**config.mk**
```make
export PLATFORM = sky130hd
export DESIGN_NAME = lamp_soft_start_current_guard
export DESIGN_NICKNAME = d
export VERILOG_FILES = /design/src/sv/lssg_pkg.sv /design/src/sv/lssg_cfg_regs.sv /design/src/sv/lssg_seq.sv /design/src/sv/lssg_out_reg.sv /design/src/sv/lamp_soft_start_current_guard.sv
export VERILOG_INCLUDE_DIRS = /design/src /design/src/sv
export SDC_FILE = /design/constraint.sdc
export NUM_CORES = 1
export LEC_CHECK = 0
export CAP_MARGIN = 25
export CELL_PAD_IN_SITES_DETAIL_PLACEMENT = 1
export CELL_PAD_IN_SITES_GLOBAL_PLACEMENT = 1
export CORE_ASPECT_RATIO = 1.25
export CORE_MARGIN = 1
export CORE_UTILIZATION = 47
export DETAILED_ROUTE_END_ITERATION = 12
export DONT_BUFFER_PORTS = 1
export MAX_ROUTING_LAYER = met4
export PLACE_DENSITY_LB_ADDON = 0.12
export SYNTH_ARGS = -nofsm -noshare
export SYNTH_HDL_FRONTEND = slang
export SYNTH_HIERARCHICAL = 1
export SYNTH_SLANG_ARGS = --single-unit
```
**constraint.sdc**
```tcl
create_clock -name clk -period 3.9 [get_ports clk]
set_clock_uncertainty 0.15 [all_clocks]
set_input_delay 0.78 -clock clk [delete_from_list [all_inputs] [get_ports clk]]
set_output_delay 0.78 -clock clk [all_outputs]
set_load 0.005 [all_outputs]
```
**src/sv/lamp_soft_start_current_guard_macros.svh**
```systemverilog
// ---------------------------------------------------------------------------
// lamp soft-start current guard assertion macros
// clocked property checks used by the top-level rtl, reset disables them
// ---------------------------------------------------------------------------
`ifndef LAMP_SOFT_START_CURRENT_GUARD_MACROS_SVH
`define LAMP_SOFT_START_CURRENT_GUARD_MACROS_SVH

// overlapping implication on the rising clock edge
`define LSSG_ASSERT_IMP(label, cond, expr, msg) \
	label: assert property (@(posedge clk) disable iff (!arst_n) (cond) |-> (expr)) \
		else $error(msg);

// next-cycle implication on the rising clock edge
`define LSSG_ASSERT_NXT(label, cond, expr, msg) \
	label: assert property (@(posedge clk) disable iff (!arst_n) (cond) |=> (expr)) \
		else $error(msg);

`endif

```
**src/sv/lssg_pkg.sv**
```systemverilog
// ---------------------------------------------------------------------------
// lssg_pkg
// shared types and constants of the lamp soft-start current guard
// ---------------------------------------------------------------------------
`timescale 1ns / 1ps

package lssg_pkg;

	// configuration register indexes
	localparam logic [2:0] CFG_WARM_THRESHOLD  = 3'd0;
	localparam logic [2:0] CFG_WARM_COUNT      = 3'd1;
	localparam logic [2:0] CFG_OVER_THRESHOLD  = 3'd2;
	localparam logic [2:0] CFG_OVER_LIMIT      = 3'd3;
	localparam logic [2:0] CFG_UNDER_THRESHOLD = 3'd4;
	localparam logic [2:0] CFG_UNDER_LIMIT     = 3'd5;
	localparam logic [2:0] CFG_BURST_PULSES    = 3'd6;

	localparam int CFG_IDX_W  = 3;
	localparam int CFG_DATA_W = 10;
	localparam int THR_W      = 10;
	localparam int CNT_W      = 8;
	localparam int BURST_W    = 4;

	// register reset values
	localparam logic [THR_W-1:0]   RST_WARM_THRESHOLD  = 10'd56;
	localparam logic [CNT_W-1:0]   RST_WARM_COUNT      = 8'd10;
	localparam logic [THR_W-1:0]   RST_OVER_THRESHOLD  = 10'd56;
	localparam logic [CNT_W-1:0]   RST_OVER_LIMIT      = 8'd5;
	localparam logic [THR_W-1:0]   RST_UNDER_THRESHOLD = 10'd1;
	localparam logic [CNT_W-1:0]   RST_UNDER_LIMIT     = 8'd5;
	localparam logic [BURST_W-1:0] RST_BURST_PULSES    = 4'd5;

	// gate modes
	localparam logic [1:0] GATE_OFF   = 2'd0;
	localparam logic [1:0] GATE_BURST = 2'd1;
	localparam logic [1:0] GATE_PULSE = 2'd2;
	localparam logic [1:0] GATE_ON    = 2'd3;

	// phase codes as reported on the result
	localparam logic [2:0] PC_START = 3'd0;
	localparam logic [2:0] PC_WARM  = 3'd1;
	localparam logic [2:0] PC_OPEN  = 3'd2;
	localparam logic [2:0] PC_WATCH = 3'd3;
	localparam logic [2:0] PC_CLOSE = 3'd4;
	localparam logic [2:0] PC_LATCH = 3'd5;

	localparam int RES_TDATA_W = 16;

	typedef enum logic [5:0] {
		PH_START = 6'b000001,
		PH_WARM  = 6'b000010,
		PH_OPEN  = 6'b000100,
		PH_WATCH = 6'b001000,
		PH_CLOSE = 6'b010000,
		PH_LATCH = 6'b100000
	} phase_t;

	typedef struct packed {
		logic [THR_W-1:0]   warm_threshold;
		logic [CNT_W-1:0]   warm_count;
		logic [THR_W-1:0]   over_threshold;
		logic [CNT_W-1:0]   over_limit;
		logic [THR_W-1:0]   under_threshold;
		logic [CNT_W-1:0]   under_limit;
		logic [BURST_W-1:0] burst_pulses;
	} cfg_t;

	typedef struct packed {
		logic [2:0]         phase;
		logic               fault_led;
		logic [BURST_W-1:0] burst_length;
		logic [1:0]         gate_mode;
	} result_t;

	// saturating run counter
	function automatic logic [CNT_W-1:0] bump(input logic [CNT_W-1:0] c);
		return (c == {CNT_W{1'b1}}) ? c : c + 1'b1;
	endfunction

endpackage

```
**src/sv/lssg_cfg_regs.sv**
```systemverilog
// ---------------------------------------------------------------------------
// lssg_cfg_regs
// configuration register file, write only
// ---------------------------------------------------------------------------
`timescale 1ns / 1ps

module lssg_cfg_regs import lssg_pkg::*; (
	input  logic                  clk,
	input  logic                  arst_n,
	input  logic                  wr_en,
	input  logic [CFG_IDX_W-1:0]  addr,
	input  logic [CFG_DATA_W-1:0] wdata,
	output cfg_t                  cfg
);

	cfg_t cfg_q;

	always_ff @(posedge clk or negedge arst_n) begin
		if (!arst_n) begin
			cfg_q.warm_threshold  <= RST_WARM_THRESHOLD;
			cfg_q.warm_count      <= RST_WARM_COUNT;
			cfg_q.over_threshold  <= RST_OVER_THRESHOLD;
			cfg_q.over_limit      <= RST_OVER_LIMIT;
			cfg_q.under_threshold <= RST_UNDER_THRESHOLD;
			cfg_q.under_limit     <= RST_UNDER_LIMIT;
			cfg_q.burst_pulses    <= RST_BURST_PULSES;
		end else if (wr_en) begin
			unique case (addr)
				CFG_WARM_THRESHOLD:  cfg_q.warm_threshold  <= wdata[THR_W-1:0];
				CFG_WARM_COUNT:      cfg_q.warm_count      <= wdata[CNT_W-1:0];
				CFG_OVER_THRESHOLD:  cfg_q.over_threshold  <= wdata[THR_W-1:0];
				CFG_OVER_LIMIT:      cfg_q.over_limit      <= wdata[CNT_W-1:0];
				CFG_UNDER_THRESHOLD: cfg_q.under_threshold <= wdata[THR_W-1:0];
				CFG_UNDER_LIMIT:     cfg_q.under_limit     <= wdata[CNT_W-1:0];
				CFG_BURST_PULSES:    cfg_q.burst_pulses    <= wdata[BURST_W-1:0];
				default: ;
			endcase
		end
	end

	assign cfg = cfg_q;

endmodule

```
**src/sv/lssg_seq.sv**
```systemverilog
// ---------------------------------------------------------------------------
// lssg_seq
// phase sequencer with over/under-current run counters
// ---------------------------------------------------------------------------
`timescale 1ns / 1ps

module lssg_seq import lssg_pkg::*; #(
	parameter int SAMPLE_BITS = 10
) (
	input  logic                   clk,
	input  logic                   arst_n,
	input  logic                   step,
	input  logic [SAMPLE_BITS-1:0] over_sample,
	input  logic [SAMPLE_BITS-1:0] under_sample,
	input  cfg_t                   cfg,
	output result_t                res
);

	localparam int CMP_W = (SAMPLE_BITS > THR_W) ? SAMPLE_BITS : THR_W;

	phase_t           phase_q, phase_d;
	logic [CNT_W-1:0] over_run_q, over_run_d;
	logic [CNT_W-1:0] under_run_q, under_run_d;
	logic [CMP_W-1:0] os_x, us_x;
	logic [CNT_W-1:0] over_inc, under_inc;

	assign os_x      = CMP_W'(over_sample);
	assign us_x      = CMP_W'(under_sample);
	assign over_inc  = bump(over_run_q);
	assign under_inc = bump(under_run_q);

	always_comb begin
		phase_d          = phase_q;
		over_run_d       = over_run_q;
		under_run_d      = under_run_q;
		res.gate_mode    = GATE_OFF;
		res.burst_length = '0;
		res.fault_led    = 1'b0;
		res.phase        = PC_START;
		unique case (phase_q)
			PH_START: begin
				res.gate_mode    = GATE_BURST;
				res.burst_length = cfg.burst_pulses;
				phase_d          = PH_WARM;
			end
			PH_WARM: begin
				res.gate_mode = GATE_PULSE;
				res.phase     = PC_WARM;
				over_run_d    = (os_x < CMP_W'(cfg.warm_threshold)) ? over_inc : '0;
				if (over_run_d >= cfg.warm_count) phase_d = PH_OPEN;
			end
			PH_OPEN: begin
				res.gate_mode = GATE_ON;
				res.phase     = PC_OPEN;
				over_run_d    = '0;
				phase_d       = PH_WATCH;
			end
			PH_WATCH: begin
				res.gate_mode = GATE_ON;
				res.phase     = PC_WATCH;
				over_run_d    = (os_x > CMP_W'(cfg.over_threshold)) ? over_inc : '0;
				under_run_d   = (us_x < CMP_W'(cfg.under_threshold)) ? under_inc : '0;
				if (over_run_d >= cfg.over_limit || under_run_d >= cfg.under_limit)
					phase_d = PH_CLOSE;
			end
			PH_CLOSE: begin
				res.fault_led = 1'b1;
				res.phase     = PC_CLOSE;
				phase_d       = PH_LATCH;
			end
			PH_LATCH: begin
				res.fault_led = 1'b1;
				res.phase     = PC_LATCH;
			end
			default: begin
				phase_d = PH_START;
			end
		endcase
	end

	always_ff @(posedge clk or negedge arst_n) begin
		if (!arst_n) begin
			phase_q     <= PH_START;
			over_run_q  <= '0;
			under_run_q <= '0;
		end else if (step) begin
			phase_q     <= phase_d;
			over_run_q  <= over_run_d;
			under_run_q <= under_run_d;
		end
	end

endmodule

```
**src/sv/lssg_out_reg.sv**
```systemverilog
// ---------------------------------------------------------------------------
// lssg_out_reg
// result register on the master side of the stream
// ---------------------------------------------------------------------------
`timescale 1ns / 1ps

module lssg_out_reg import lssg_pkg::*; (
	input  logic    clk,
	input  logic    arst_n,
	input  logic    load,
	input  result_t res_in,
	output logic    free,
	output logic    tvalid,
	input  logic    tready,
	output result_t res_out
);

	logic    valid_q;
	result_t res_q;

	// the slot opens when empty or when the held beat leaves this cycle
	assign free = !valid_q || tready;

	always_ff @(posedge clk or negedge arst_n) begin
		if (!arst_n) begin
			valid_q <= 1'b0;
		end else if (free) begin
			valid_q <= load;
		end
	end

	always_ff @(posedge clk) begin
		if (load) begin
			res_q <= res_in;
		end
	end

	assign tvalid  = valid_q;
	assign res_out = res_q;

endmodule

```
**src/sv/lamp_soft_start_current_guard.sv**
```systemverilog
// ---------------------------------------------------------------------------
// lamp_soft_start_current_guard: beats pass the input stage and result registers
// throughput one beat per cycle if not stalled, set by the single-pass update loop
// reset: phase startup, run counters 0, registers at their defaults, no beats
// ---------------------------------------------------------------------------
`timescale 1ns / 1ps
`include "lamp_soft_start_current_guard_macros.svh"

module lamp_soft_start_current_guard import lssg_pkg::*; #(
	parameter int SAMPLE_BITS = 10
) (
	input  logic                              clk,
	input  logic                              arst_n,
	// configuration write port
	input  logic                              cfg_wr_en,
	input  logic [CFG_IDX_W-1:0]              cfg_addr,
	input  logic [CFG_DATA_W-1:0]             cfg_wdata,
	// sample stream
	input  logic                              s_tvalid,
	output logic                              s_tready,
	// s_tdata: over_sample, under_sample, zero fill
	input  logic [((2*SAMPLE_BITS+7)/8)*8-1:0] s_tdata,
	// result stream
	output logic                              m_tvalid,
	input  logic                              m_tready,
	// m_tdata: gate_mode[1:0], burst_length[5:2], fault_led[6], phase[9:7], zero fill
	output logic [RES_TDATA_W-1:0]            m_tdata
);

	localparam int RES_W = $bits(result_t);

	cfg_t                   cfg;
	result_t                res_c, res_o;

	// input stage: one sample pair waits here for the sequencer
	logic                   valid_s1;
	logic [SAMPLE_BITS-1:0] over_s1, under_s1;

	logic                   out_free;
	logic                   adv;

	// a beat advances whenever the result slot can take it
	assign adv      = valid_s1 && out_free;
	assign s_tready = !valid_s1 || adv;

	always_ff @(posedge clk or negedge arst_n) begin
		if (!arst_n) begin
			valid_s1 <= 1'b0;
		end else if (s_tready) begin
			valid_s1 <= s_tvalid;
		end
	end

	// sample payload, no reset needed
	always_ff @(posedge clk) begin
		if (s_tvalid && s_tready) begin
			over_s1  <= s_tdata[SAMPLE_BITS-1:0];
			under_s1 <= s_tdata[2*SAMPLE_BITS-1:SAMPLE_BITS];
		end
	end

	lssg_cfg_regs u_cfg (
		.clk    (clk),
		.arst_n (arst_n),
		.wr_en  (cfg_wr_en),
		.addr   (cfg_addr),
		.wdata  (cfg_wdata),
		.cfg    (cfg)
	);

	// phase update and result forming, state moves only when the beat advances
	lssg_seq #(
		.SAMPLE_BITS (SAMPLE_BITS)
	) u_seq (
		.clk          (clk),
		.arst_n       (arst_n),
		.step         (adv),
		.over_sample  (over_s1),
		.under_sample (under_s1),
		.cfg          (cfg),
		.res          (res_c)
	);

	lssg_out_reg u_out (
		.clk     (clk),
		.arst_n  (arst_n),
		.load    (adv),
		.res_in  (res_c),
		.free    (out_free),
		.tvalid  (m_tvalid),
		.tready  (m_tready),
		.res_out (res_o)
	);

	assign m_tdata = {{(RES_TDATA_W-RES_W){1'b0}}, res_o};

	// fault only shows in the closing and latched phases
	`LSSG_ASSERT_IMP(a_fault_phase, m_tvalid && res_o.fault_led,
		res_o.phase == PC_CLOSE || res_o.phase == PC_LATCH, "fault outside closing/latched")

	// a burst length only travels with a burst request
	`LSSG_ASSERT_IMP(a_burst_gate, m_tvalid && (res_o.burst_length != '0),
		res_o.gate_mode == GATE_BURST, "burst length without burst gate mode")

	// a waiting sample pair is never dropped
	`LSSG_ASSERT_NXT(a_s1_hold, valid_s1 && !adv, valid_s1, "pending sample pair lost")

endmodule
```
**Word level (Yosys, flattened, before mapping)**

Index checks and enable logic that the tools add are counted.

- Add/subtract/negate cells: 2
- $lt $le $gt $ge: 6
- Eq/ne operators: 16
- Multiplexer cells: 12
- Bitwise gates (word level): 1
- Reduce and logical (&&, ||, !) cells: 21

Operators with widths:

| cell | count |
|---|---|
| 8-bit two-way mux | 5 |
| 6-bit case mux with 6 select lines | 1 |
| 8-bit greater-or-equal comparator | 3 |
| 8-bit case mux with 3 select lines | 1 |
| 10-bit less-than comparator | 2 |
| 2-bit AND reduction | 9 |
| 8-bit by 1-bit adder with 8-bit output, second input constant | 2 |
| 8-bit == test, second input constant | 2 |
| 3-bit case mux with 5 select lines | 1 |
| 6-bit two-way mux | 2 |
| 10-bit > comparator | 1 |
| 3-bit == test, second input constant | 3 |
| 3-bit by 2-bit == test with 1-bit output, second input constant | 2 |
| 6-bit by 1-bit == test with 1-bit output, second input constant | 1 |
| 6-bit by 2-bit == test with 1-bit output, second input constant | 1 |
| 6-bit by 3-bit == test with 1-bit output, second input constant | 1 |
| 6-bit by 4-bit == test with 1-bit output, second input constant | 1 |
| 6-bit by 5-bit == test with 1-bit output, second input constant | 1 |
| 6-bit == test, second input constant | 1 |
| 2-bit case mux with 3 select lines | 1 |
| 2-bit by 1-bit inequality test with 1-bit output, second input constant | 2 |
| 4-bit AND reduction | 1 |
| 2-bit OR reduction | 2 |
| 3-bit by 1-bit == test with 1-bit output, second input constant | 1 |
| other kinds (7) | 11 |

- Register bits: 112
- Input port bits: 42
- Output and inout port bits: 18

**Longest topological paths before layout**

Gate-level depths: netlist of the first run.

- Word-level depth: 7
- Depth in mapped cells: 18
- Depth with buffers taken out: 17

**By module**

Netlist of the first run, hierarchy kept.

By module, submodules not included:

| module | times used | cells an instance | area an instance (sq um) | sequential area each (sq um) |
|---|---|---|---|---|
| lssg_seq | 1 | 368 | 2856.5 | 551.8 |
| lssg_cfg_regs | 1 | 127 | 2361.0 | 1470.2 |
| lamp_soft_start_current_guard | 1 | 32 | 709.4 | 625.6 |
| lssg_out_reg | 1 | 13 | 347.8 | 325.3 |

**Least setup slack after synthesis of the first run**

OpenSTA, ideal clock, no wires.

- Path kind: reg2reg
- Start point: reg u_cfg.cfg_q, in the netlist u_cfg/cfg[15]
- End point: reg u_seq.phase_q[1]
- Arrival: 3.527 ns
- Data required time: 3.622 ns
- Setup slack: 0.095 ns
- Cell stages (with the launch flop): 18
- Path buffers: 1
- Period minus slack after synthesis: 3.805 ns
- Path through: dfrtp_1 inv_1 ha_1 a21oi_1 a2bb2oi_1 o311ai_0 a221o_1 a21oi_1 clkbuf_1 nand2_1 ha_1 nand2b_1 a2111oi_0 nor3_1 nor4_4 a31oi_4 o21ai_2 mux2_1

- Longest elaborated chain between the ends: 6

RTL lines:

| element | RTL line | RTL |
|---|---|---|
| from (decl) | lssg_cfg_regs.sv:16 | `cfg_t cfg_q;` |
| 10-bit less-than comparator | lssg_seq.sv:62 | `under_run_d = (us_x < CMP_W'(cfg.under_threshold)) ? under_inc : '0;` |
| 8-bit two-way mux | lssg_seq.sv:62 |  |
| 8-bit greater-or-equal comparator | lssg_seq.sv:63 | `if (over_run_d >= cfg.over_limit \|\| under_run_d >= cfg.under_limit)` |
| 1-bit logical OR | lssg_seq.sv:63 |  |
| 2-bit by 1-bit inequality test with 1-bit output (no line) | -- |  |
| 4-bit AND reduction (no line) | -- |  |
| to (signal assigned) | lssg_seq.sv:87 | `phase_q <= phase_d;` |
| to (decl) | lssg_seq.sv:21 | `phase_t phase_q, phase_d;` |

Every way passes these cells.
A chain may end at the register's enable or synchronous reset.

**Final worst setup path of the first run**

- Start point: reg under_s1[3]
- End point: reg u_seq.phase_q[4]

- Longest elaborated chain between the ends: 6

RTL lines:

| element | RTL line | RTL |
|---|---|---|
| from (decl) | lamp_soft_start_current_guard.sv:37 | `logic [SAMPLE_BITS-1:0] over_s1, under_s1;` |
| from (signal assigned) | lamp_soft_start_current_guard.sv:58 | `under_s1 <= s_tdata[2*SAMPLE_BITS-1:SAMPLE_BITS];` |
| 10-bit less-than comparator | lssg_seq.sv:62 |  |
| 8-bit two-way mux | lssg_seq.sv:62 |  |
| 8-bit greater-or-equal comparator | lssg_seq.sv:63 |  |
| 1-bit logical OR | lssg_seq.sv:63 |  |
| 2-bit by 1-bit inequality test with 1-bit output (no line) | -- |  |
| 4-bit AND reduction (no line) | -- |  |

Every way passes these cells.

==> reports/results.ini, run 1 <==
[status]
status = complete, no violations

[grt]
grtUsageTotal = 0.2160
gr-total-overflow = 0
antenna_found_initial = 0
grt_pass1_wl_um = 22200
grt_pass1_vias = 4391
grt_max_degree = 67

[setup_path]
cp-end-kind = register
path_cells = ha_4 -> a21oi_2 -> a2bb2oi_2 -> o311ai_2 -> a221o_1 -> a21oi_2 -> buf_4 -> buf_6 -> o21ai_2 -> nor2_1 -> ha_2 -> o21a_1 -> nor2_1 -> nor3_2 -> nor4_4 -> a31oi_4 -> buf_6 -> mux2_4
cpMaxStageDelayCell = edfxtp_1
reg2reg_depth = 18
crit_type = register to register
start_kind = register
crit_path_max_incr_delay_ps = 460
path_max_fanout = 7
cp.required_ps = 3990
arrival_ps = 3900

[layout]
stdcell_area_mm2 = 0.006905
final_core_util = 0.5380
multi_input_area_mm2 = 0.003090
nFillCells = 1340
drive_gt1_frac = 0.2518
seqCellArea_mm2 = 0.002973
final_cell_count_no_fill = 724
area_delta_synth_final_pct = 10.05
final_nets = 647
diodes = 0

[detailed_routing]
num_vias = 4014
drtIter0Drc = 125
wl_um = 14000
viasPerCell = 5.544
first_pass_iters = 4
wl_per_cell_um = 19.34
drc = 0
ant_nets = 0

[floorplanning]
core_area_mm2 = 0.01283
die-area_mm2 = 0.01382
ioPinCount = 60
die_h_um = 131.2
row_count = 46
dieWidth_um = 105.3
start_util = 0.4889

[cts]
worstSkewPairLatency_ps = 350
cts_tree = done
cts_max_path_buffers = 2
cts_buffers = 9
clkTransAtPathRegs_ps = 80
root_buffer = clkbuf_16
htree_levels = 3
clock_sinks = 112

[power]
finalPower_mw = 3.690
p_per_area_mw_per_mm2 = 534.3
total_leakage_power_nw = 3.113
max-vdd-ir-drop_uv = 298.8

[yosys]
syn_avg_cell_area_um2 = 11.62
synth-seq-cells = 112
synth_ff_type = dfrtp_1
synth_cell_types = 62
synth_area_mm2 = 0.006275
postSynthCellCount = 540
yosysSeqAreaShare = 0.4738
synth_edf_count = 30
synth_async_sr_flop_share = 0.7321
yosysWarnings = 6

[timing]
slew_viol_final = 0
fin_crit_sh = 0.9781
max_slew_margin = 0.5323
finalWorstSetupSlack_ps = 85.26
setup_violations = 0
period_minus_slack_ps = 3815
whs_ps = 109.8
worst_slew_pin_slew_ps = 701.5
tns_ps = 0
fmax_mhz = 262.1
rsz0062_at_grt = yes
hold_violations = 0

[place]
gp_congestion = 0.8534
portBuffers = 0
dp_slack_ps = -108.0
dp_hpwl_um = 9606
place_area_mm2 = 0.006431
dp_cells = 702

[worst_hold_path]
min_path_type = primary input to asynchronous set/reset pin

[job]
cap_violations = 0

-- final timing paths --
kind | from | slack, ps | to
worst max-delay path | under_s1[3] | 90 | u_seq/phase_q[4]
worst min-delay path | arst_n | 110 | u_seq/phase_q[0]
worst max register to register | under_s1[3] | 90 | u_seq/phase_q[4]
worst min register to register | u_cfg/cfg[3] | 360 | u_cfg/cfg[3]
max in group asynchronous | arst_n | 3150 | u_seq/over_run_q[2]
min in group clk | u_cfg/cfg[3] | 360 | u_cfg/cfg[3]
-- cells by family after synthesis --
group,share of synthesized area
AND/OR/NAND/NOR,0.1322
flip-flops,0.4738
AO/OA/AOI/OAI,0.08495
buffers and inverters,0.05404
multiplexers,0.1356
adder cells (fa/ha/maj),0.1077
XOR/XNOR,0.01117
other,0.0005976
-- cell type report --
type,count,area share
multi-input combinational,360,0.4475
clock buffer,10,0.03461
tap,168,0.03044
inverter,53,0.02881
timing repair buffer,15,0.02084
sequential,112,0.4305
clock inverter,6,0.007248
-- critical path: cells and delay by family (launching register included) --
| kind | cells | cell delay (ps) |
|---|---|---|
| AND/OR/NAND/NOR | 4 | 570 |
| buffers and inverters | 3 | 420 |
| adder cells (fa/ha/maj) | 2 | 540 |
| multiplexers | 1 | 280 |
| AO/OA/AOI/OAI | 8 | 1280 |
| flip-flops | 1 | 460 |
-- state kept, by name (all words and copies together), names as in the netlist --
name	cells
over_s1	10
u_cfg/cfg	58
u_out/res_out	10
u_out/tvalid	1
u_seq/over_run_q	8
u_seq/phase_q	6
u_seq/under_run_q	8
under_s1	10
valid_s1	1
-- where the power goes --
group / internal, mW / leakage, nW / switching (mW)
Clock: 0.462 / 0.147 / 0.449
Sequential: 1.47 / 1.28 / 0.178
Combinational: 0.583 / 1.69 / 0.551
-- routing by layer --
layer	vias to the layer above	global-route usage	part of all wire
li1	1921	-	-
met1	2015	0.2389	0.41
met2	59	0.3871	0.54
met3	19	0.03075	0.026
met4	0	0.08607	0.022
met5	-	-	0
-- cells in the mapped netlist, types with 3 or more instances --
| cell | n | area share |
|---|---|---|
| and3_1 | 10 | 0.010 |
| inv_1 | 52 | 0.031 |
| nand2_1 | 26 | 0.016 |
| nor3_1 | 4 | 0.0032 |
| mux2_2 | 30 | 0.054 |
| and2_1 | 6 | 0.0060 |
| clkbuf_1 | 3 | 0.0018 |
| o21ai_0 | 18 | 0.014 |
| a21o_1 | 6 | 0.0072 |
| a21oi_1 | 28 | 0.022 |
| nor2b_1 | 5 | 0.0050 |
| nor4_1 | 3 | 0.0030 |
| nand3_1 | 14 | 0.011 |
| buf_6 | 4 | 0.0072 |
| nor2_1 | 39 | 0.023 |
| mux2i_1 | 4 | 0.0064 |
| nand2b_1 | 11 | 0.011 |
| mux2_4 | 30 | 0.072 |
| xor2_1 | 3 | 0.0042 |
| nand4_1 | 5 | 0.0050 |
| xnor2_1 | 5 | 0.0070 |
| edfxtp_1 | 30 | 0.14 |
| ha_1 | 54 | 0.11 |
| buf_4 | 8 | 0.0096 |
| buf_2 | 4 | 0.0032 |
| a211oi_1 | 5 | 0.0060 |
| o31ai_1 | 6 | 0.0072 |
| and4bb_1 | 3 | 0.0060 |
| dfstp_2 | 16 | 0.067 |
| dfrtp_1 | 66 | 0.26 |
-- layout by cell type, fill, tap and decap left out, types with 17 or more instances in the layout --
cell type,Yosys,final
o21ai_0,18,17
nor2_1,39,39
inv_1,52,51
ha_1,54,51
a21oi_1,28,26
mux2_2,30,30
nand2_1,26,25
edfxtp_1,30,30
dfrtp_1,66,66
mux2_4,30,31
-- repair_timing --
action	in CTS	in global routing
pin swaps	6	5
setup buffers	1	4
hold endpoints to repair	66	0
setup endpoints to repair	4	5
resized for setup	6	19
hold buffers	1	0
Note: power is estimated with default switching activity, not from simulation.
==> run 2, diff against run 1 <==
CELL_PAD_IN_SITES_DETAIL_PLACEMENT = unset   (was 1)
CELL_PAD_IN_SITES_GLOBAL_PLACEMENT = unset   (was 1)
CORE_UTILIZATION = 56   (was 47)
==> run 2 against run 1 <==
Against the previous run: via count decreased by 2.0%; first-iteration DRC count up 4.0%; register-to-register slack hardly changed; sequential share of layout area increased by 0.36 points; non-clock buffer count is 1 lower; largest cell class unchanged; sequential cell count is the same; clock-buffer cell count is the same; fmax increased by 0.13%; critical endpoint unchanged.
==> reports/results.ini, run 2 (synthesis gave the netlist of run 1 again) <==
[cts]
htree_levels = 3  ; unchanged
cts_max_path_buffers = 2  ; unchanged
root_buffer = clkbuf_16
clkTransAtPathRegs_ps = 80  ; about the same
worstSkewPairLatency_ps = 350  ; about the same
cts_tree = done
clock_sinks = 112  ; unchanged
cts_buffers = 9  ; unchanged

[timing]
period_minus_slack_ps = 3810  ; -5.092 ps
rsz0062_at_grt = yes
fmax_mhz = 262.5  ; +0.13%
slew_viol_final = 0  ; unchanged
setup_violations = 0  ; unchanged
hold_violations = 0  ; unchanged
fin_crit_sh = 0.9768  ; -0.001306
worst_slew_pin_slew_ps = 715.0  ; +13.50 ps
whs_ps = 120.3  ; +10.54 ps
max_slew_margin = 0.5233  ; -0.009001

[layout]
final_nets = 646  ; -0.15%
area_delta_synth_final_pct = 9.133
diodes = 0  ; unchanged
stdcell_area_mm2 = 0.006848  ; -0.83%
drive_gt1_frac = 0.2450  ; -0.006754
layout_common_cells = dfrtp_1, ha_1, inv_1, nor2_1, mux2_4
nFillCells = 846  ; -37%
largest_reg_flops = 58  ; unchanged
final_common_cell = dfrtp_1

[floorplanning]
core_area_mm2 = 0.01077  ; -16%
row_count = 42  ; -8.7%
die-area_mm2 = 0.01164  ; -16%
start_util = 0.5825  ; +0.09358
dieWidth_um = 96.68  ; -8.2%
ioPinCount = 60  ; unchanged
die_h_um = 120.4  ; -8.3%

[detailed_routing]
drc = 0  ; unchanged
wl_per_cell_um = 17.22  ; -11%
viasPerCell = 5.725  ; +3.3%
first_pass_iters = 4  ; unchanged
wl_um = 11830  ; -15%
num_vias = 3933  ; -2.0%
drtIter0Drc = 130  ; +4.0%
ant_nets = 0  ; unchanged

[power]
max-vdd-ir-drop_uv = 296.1  ; -0.89%
p_per_area_mw_per_mm2 = 529.8  ; -0.84%
total_leakage_power_nw = 3.115  ; about the same

[worst_hold_path]
min_path_type = primary input to asynchronous set/reset pin

[setup_path]
arrival_ps = 3890  ; about the same
crit_type = register to register
path_max_fanout = 4  ; -3
start_kind = register
cp.required_ps = 3980  ; about the same
cp-end-kind = register

[grt]
grtUsageTotal = 0.2236  ; +0.007646
grt_max_degree = 67  ; unchanged
gr-total-overflow = 0  ; unchanged
antenna_found_initial = 0  ; unchanged
grt_pass1_wl_um = 19670  ; -11%
grt_pass1_vias = 4036  ; -8.1%

[place]
place_area_mm2 = 0.006399  ; -0.51%
dp_hpwl_um = 8165  ; -15%
gp_congestion = 0.8855  ; +3.8%
portBuffers = 0  ; unchanged

[job]
cap_violations = 0  ; unchanged

[status]
status = complete, no violations

==> run 2: cell count changes in the layout (fill, tap and decap cells not counted), moves of 2 or more <==
cell and change:
buf_6 -3, buf_12 +2, nor2_1 -2, nor2_2 +2
==> run 2: timing repair <==
item                       CTS  global route
resized for setup            4            19
pin swaps                    1            14
hold buffers                 1             0
cloned                       0             0
hold endpoints to repair    66             0
setup endpoints to repair    2             6
buffers inserted             1             3
==> run 2: metal layers <==
metal / track usage / up-vias / wire (um)
li1: - / 1928 / -
met1: 0.2669 / 1918 / 5119
met2: 0.3869 / 70 / 6188
met3: 0.03931 / 17 / 330
met4: 0.06996 / 0 / 195
met5: - / - / 0
==> run 2: metrics by stage <==
step | setup slack [ps] | util | power, mW | setup TNS, ps | cells
floorplan | 95.41 | - | 2.391 | 0 | 545
global placement | -37.20 | 0.5940 | 2.571 | -37.20 | 666
detailed placement | -53.52 | 0.5940 | 2.617 | -53.52 | 666
CTS | 1.148 | 0.6254 | 3.556 | 0 | 684
global route | -97.83 | 0.6357 | 3.869 | -305.0 | 687
finish | 90.35 | 0.6357 | 3.628 | 0 | 687
==> run 2: cell type report <==
| type | instances | area [um^2] | area share |
|---|---|---|---|
| timing repair buffer | 14 | 150.1 | 0.02193 |
| clock inverter | 6 | 51.30 | 0.007491 |
| sequential | 112 | 2973 | 0.4341 |
| inverter | 53 | 198.9 | 0.02905 |
| tap | 132 | 165.2 | 0.02412 |
| clock buffer | 10 | 229.0 | 0.03344 |
| multi-input combinational | 360 | 3080 | 0.4498 |
==> run 2: worst paths after layout <==
path	startpoint	endpoint	slack [ps]	cells after the start
max reg2reg	under_s1[3]	u_seq/phase_q[4]	90	15
min reg2reg	u_cfg/cfg[29]	u_cfg/cfg[29]	360	1
min in group clk	u_cfg/cfg[29]	u_cfg/cfg[29]	360	1
max in group asynchronous	arst_n	u_cfg/cfg[30]	3140	1
min	arst_n	u_cfg/cfg[12]	120	0
max	under_s1[3]	u_seq/phase_q[4]	90	15
==> run 2: power by group <==
| part | leakage [nW] | switching [mW] | internal (mW) |
|---|---|---|---|
| clock | 0.139 | 0.438 | 0.445 |
| sequential | 1.28 | 0.168 | 1.47 |
| combinational | 1.69 | 0.531 | 0.582 |
==> run 2: critical path, cell delays in order, from the launching register on <==
cell and delay (ps):
edfxtp_1 430, ha_4 260, a21oi_2 150, a2bb2oi_2 170, o311ai_2 110, a221o_1 320, a21oi_2 120, buf_4 140
nor2b_2 140, ha_1 270, a2111oi_4 450, nor3_4 80, nor4_4 270, a31oi_4 170, buf_12 160, mux2_4 280
==> run 3, diff against run 2 <==
CORE_UTILIZATION = 45   (was 56)
==> run 3 against run 2 <==
Against the previous run: total power fell by 0.62%; largest power group unchanged; via count is 0.13% lower; combinational power about the same; sequential share of layout area is 0.055 points lower; sequential cell count stayed put; cell count increased by 5.2%; sequential power about the same; global-route usage decreased by 3.4 points; final area increased by 0.13%; core utilization down 12 points; register-to-register slack better by 100 ps; critical path depth rose by 2.
==> reports/results.ini, run 3 (synthesis gave the netlist of run 1 again) <==
[timing]
period_minus_slack_ps = 3708  ; -101.3 ps
whs_ps = 120.0  ; -0.3770 ps
fin_crit_sh = 0.9509  ; -0.02596
slew_viol_final = 0  ; unchanged
max_slew_margin = 0.5248  ; +0.001495
rsz0062_at_grt = no
setup_violations = 0  ; unchanged
hold_violations = 0  ; unchanged
worst_slew_pin_slew_ps = 712.8  ; -2.243 ps
fmax_mhz = 269.7  ; +2.7%

[grt]
grt_pass1_wl_um = 20150  ; +2.4%
grt_max_degree = 67  ; unchanged
antenna_found_initial = 0  ; unchanged
gr-total-overflow = 0  ; unchanged
grtUsageTotal = 0.1892  ; -0.03445
grt_pass1_vias = 3927  ; -2.7%

[floorplanning]
ioPinCount = 60  ; unchanged
die-area_mm2 = 0.01442  ; +24%
row_count = 47  ; +12%
die_h_um = 134.0  ; +11%
dieWidth_um = 107.6  ; +11%
start_util = 0.4680  ; -0.1145
core_area_mm2 = 0.01341  ; +24%

[detailed_routing]
drc = 0  ; unchanged
first_pass_iters = 4  ; unchanged
viasPerCell = 5.433  ; -5.1%
num_vias = 3928  ; -0.13%
wl_um = 12210  ; +3.2%
wl_per_cell_um = 16.89  ; -2.0%
drtIter0Drc = 135  ; +3.8%
ant_nets = 0  ; unchanged

[place]
gp_congestion = 0.8113  ; -8.4%
place_area_mm2 = 0.006420  ; +0.33%
dp_hpwl_um = 8560  ; +4.8%
dp_cells = 703  ; +5.6%
portBuffers = 0  ; unchanged

[setup_path]
start_kind = register
cp-endpoint = u_seq/phase_q[4]
crit_path_max_incr_delay_ps = 410  ; -40 ps
cpMaxStageDelayCell = dfrtp_1
cp.required_ps = 3980  ; about the same
reg2reg_slack_ps = 190  ; +100 ps
crit_type = register to register
regToRegStartpoint = u_cfg/cfg[15]
arrival_ps = 3790  ; -100 ps
path_cells = inv_2 -> ha_4 -> a21oi_2 -> a2bb2oi_1 -> o311ai_1 -> a221o_1 -> a21oi_2 -> buf_6 -> nand2_2 -> ha_4 -> nand2b_4 -> a2111oi_4 -> nor3_4 -> nor4_4 -> a31oi_4 -> buf_6 -> mux2_4
critPathLaunch = u_cfg/cfg[15]
rr_endpoint = u_seq/phase_q[4]
cp-end-kind = register
reg2reg_depth = 17  ; +2
path_max_fanout = 5  ; +1

[layout]
largest_reg_flops = 58  ; unchanged
drive_gt1_frac = 0.2373  ; -0.007726
diodes = 0  ; unchanged
stdcell_area_mm2 = 0.006857  ; +0.13%
final_nets = 643  ; -0.46%
area_delta_synth_final_pct = 9.272
final_common_cell = dfrtp_1
final_cell_count_no_fill = 723  ; +5.2%
nFillCells = 1206  ; +43%
layout_common_cells = dfrtp_1, ha_1, inv_1, nor2_1, mux2_4

[power]
max-vdd-ir-drop_uv = 268.7  ; -9.3%
power_frac_clock = 0.246  ; +0.003
combPwrFrac = 0.300  ; -0.007
switchingPower_mw = 1.131  ; -0.48%
power.share.sequential = 0.454  ; +0.004
finalPower_mw = 3.606  ; -0.62%
swShare = 0.3136  ; +0.0004533
p_per_area_mw_per_mm2 = 525.9  ; -0.75%
total_leakage_power_nw = 3.079  ; -1.1%
p_int_mw = 2.475  ; -0.69%

[cts]
cts_max_path_buffers = 2  ; unchanged
htree_levels = 3  ; unchanged
clock_sinks = 112  ; unchanged
clkTransAtPathRegs_ps = 80  ; about the same
cts_tree = done
cts_buffers = 9  ; unchanged
worstSkewPairLatency_ps = 350  ; about the same
root_buffer = clkbuf_16

[job]
cap_violations = 0  ; unchanged

[status]
status = complete, no violations

[worst_hold_path]
min_path_type = primary input to asynchronous set/reset pin

[run 3: cell types whose count changed in the layout (fill, tap and decap cells not counted), moves of 2 or more]
cell / delta
clkinvlp_4: +2
o21ai_0: +2
inv_6: -2
buf_6: +3
buf_12: -2
buf_4: -4
[run 3: routing by layer]
metal  up-vias  part of all wire  track usage
met4         0             0.011      0.05251
met2        69              0.51       0.3180
met1      1926              0.45       0.2337
met3         7             0.035      0.03207
li1       1926                 -            -
met5         -                 0            -
[run 3: layout make-up]
class                           count  area [um^2]  share of cell area
Tap cell                          171        214.0             0.03120
Clock inverter                      6        55.05            0.008029
Multi-Input combinational cell    360         3073              0.4482
Inverter                           53        198.9             0.02901
Clock buffer                       10        229.0             0.03339
Sequential cell                   112         2973              0.4336
Timing Repair Buffer               11        113.9             0.01661
[run 3: power by group through the flow]
stage	Sequential (mW)	Clock [mW]	Combinational (mW)
6_report	1.64	0.888	1.08
5_1_grt	1.67	0.959	1.22
4_1_cts	1.64	0.916	1.02
3_5_place_dp	1.66	0	0.946
3_3_place_gp	1.65	0	0.916
2_1_floorplan	1.59	0	0.800
[run 3: metrics by stage]
stage	setup WS, ps	utilization	setup TNS, ps
floorplan	95.41	-	0
global placement	-40.84	0.4788	-40.84
detailed placement	-141.7	0.4788	-288.7
CTS	2.467	0.5055	0
global route	27.27	0.5114	0
finish	191.6	0.5114	0
[run 3: repair_timing]
item                       4_1_cts  5_1_grt
hold endpoints to repair        66        0
pin swaps                        4       10
hold buffers                     1        0
buffers inserted                 2        1
setup endpoints to repair        4        6
resized for setup                6       15
[run 3: worst max-delay path, delay by kind of cell, from the launching register on]
family,cells,cell delay (ps)
compound gates,7,1470
simple gates,4,470
fa+ha+maj,2,430
flops,1,410
buf+inv,3,360
mux,1,290
[run 3: worst min-delay path by stage]
stage / startpoint / endpoint / slack, ps / depth (start not counted)
global route: arst_n / u_cfg/cfg[12] / 100 / 0
CTS: arst_n / u_cfg/cfg[6] / 110 / 0
detailed placement: arst_n / u_seq/under_run_q[2] / 340 / 0
finish: arst_n / u_cfg/cfg[12] / 120 / 0
floorplan: u_cfg/cfg[1] / u_cfg/cfg[1] / 320 / 1
global placement: arst_n / u_seq/under_run_q[3] / 340 / 0
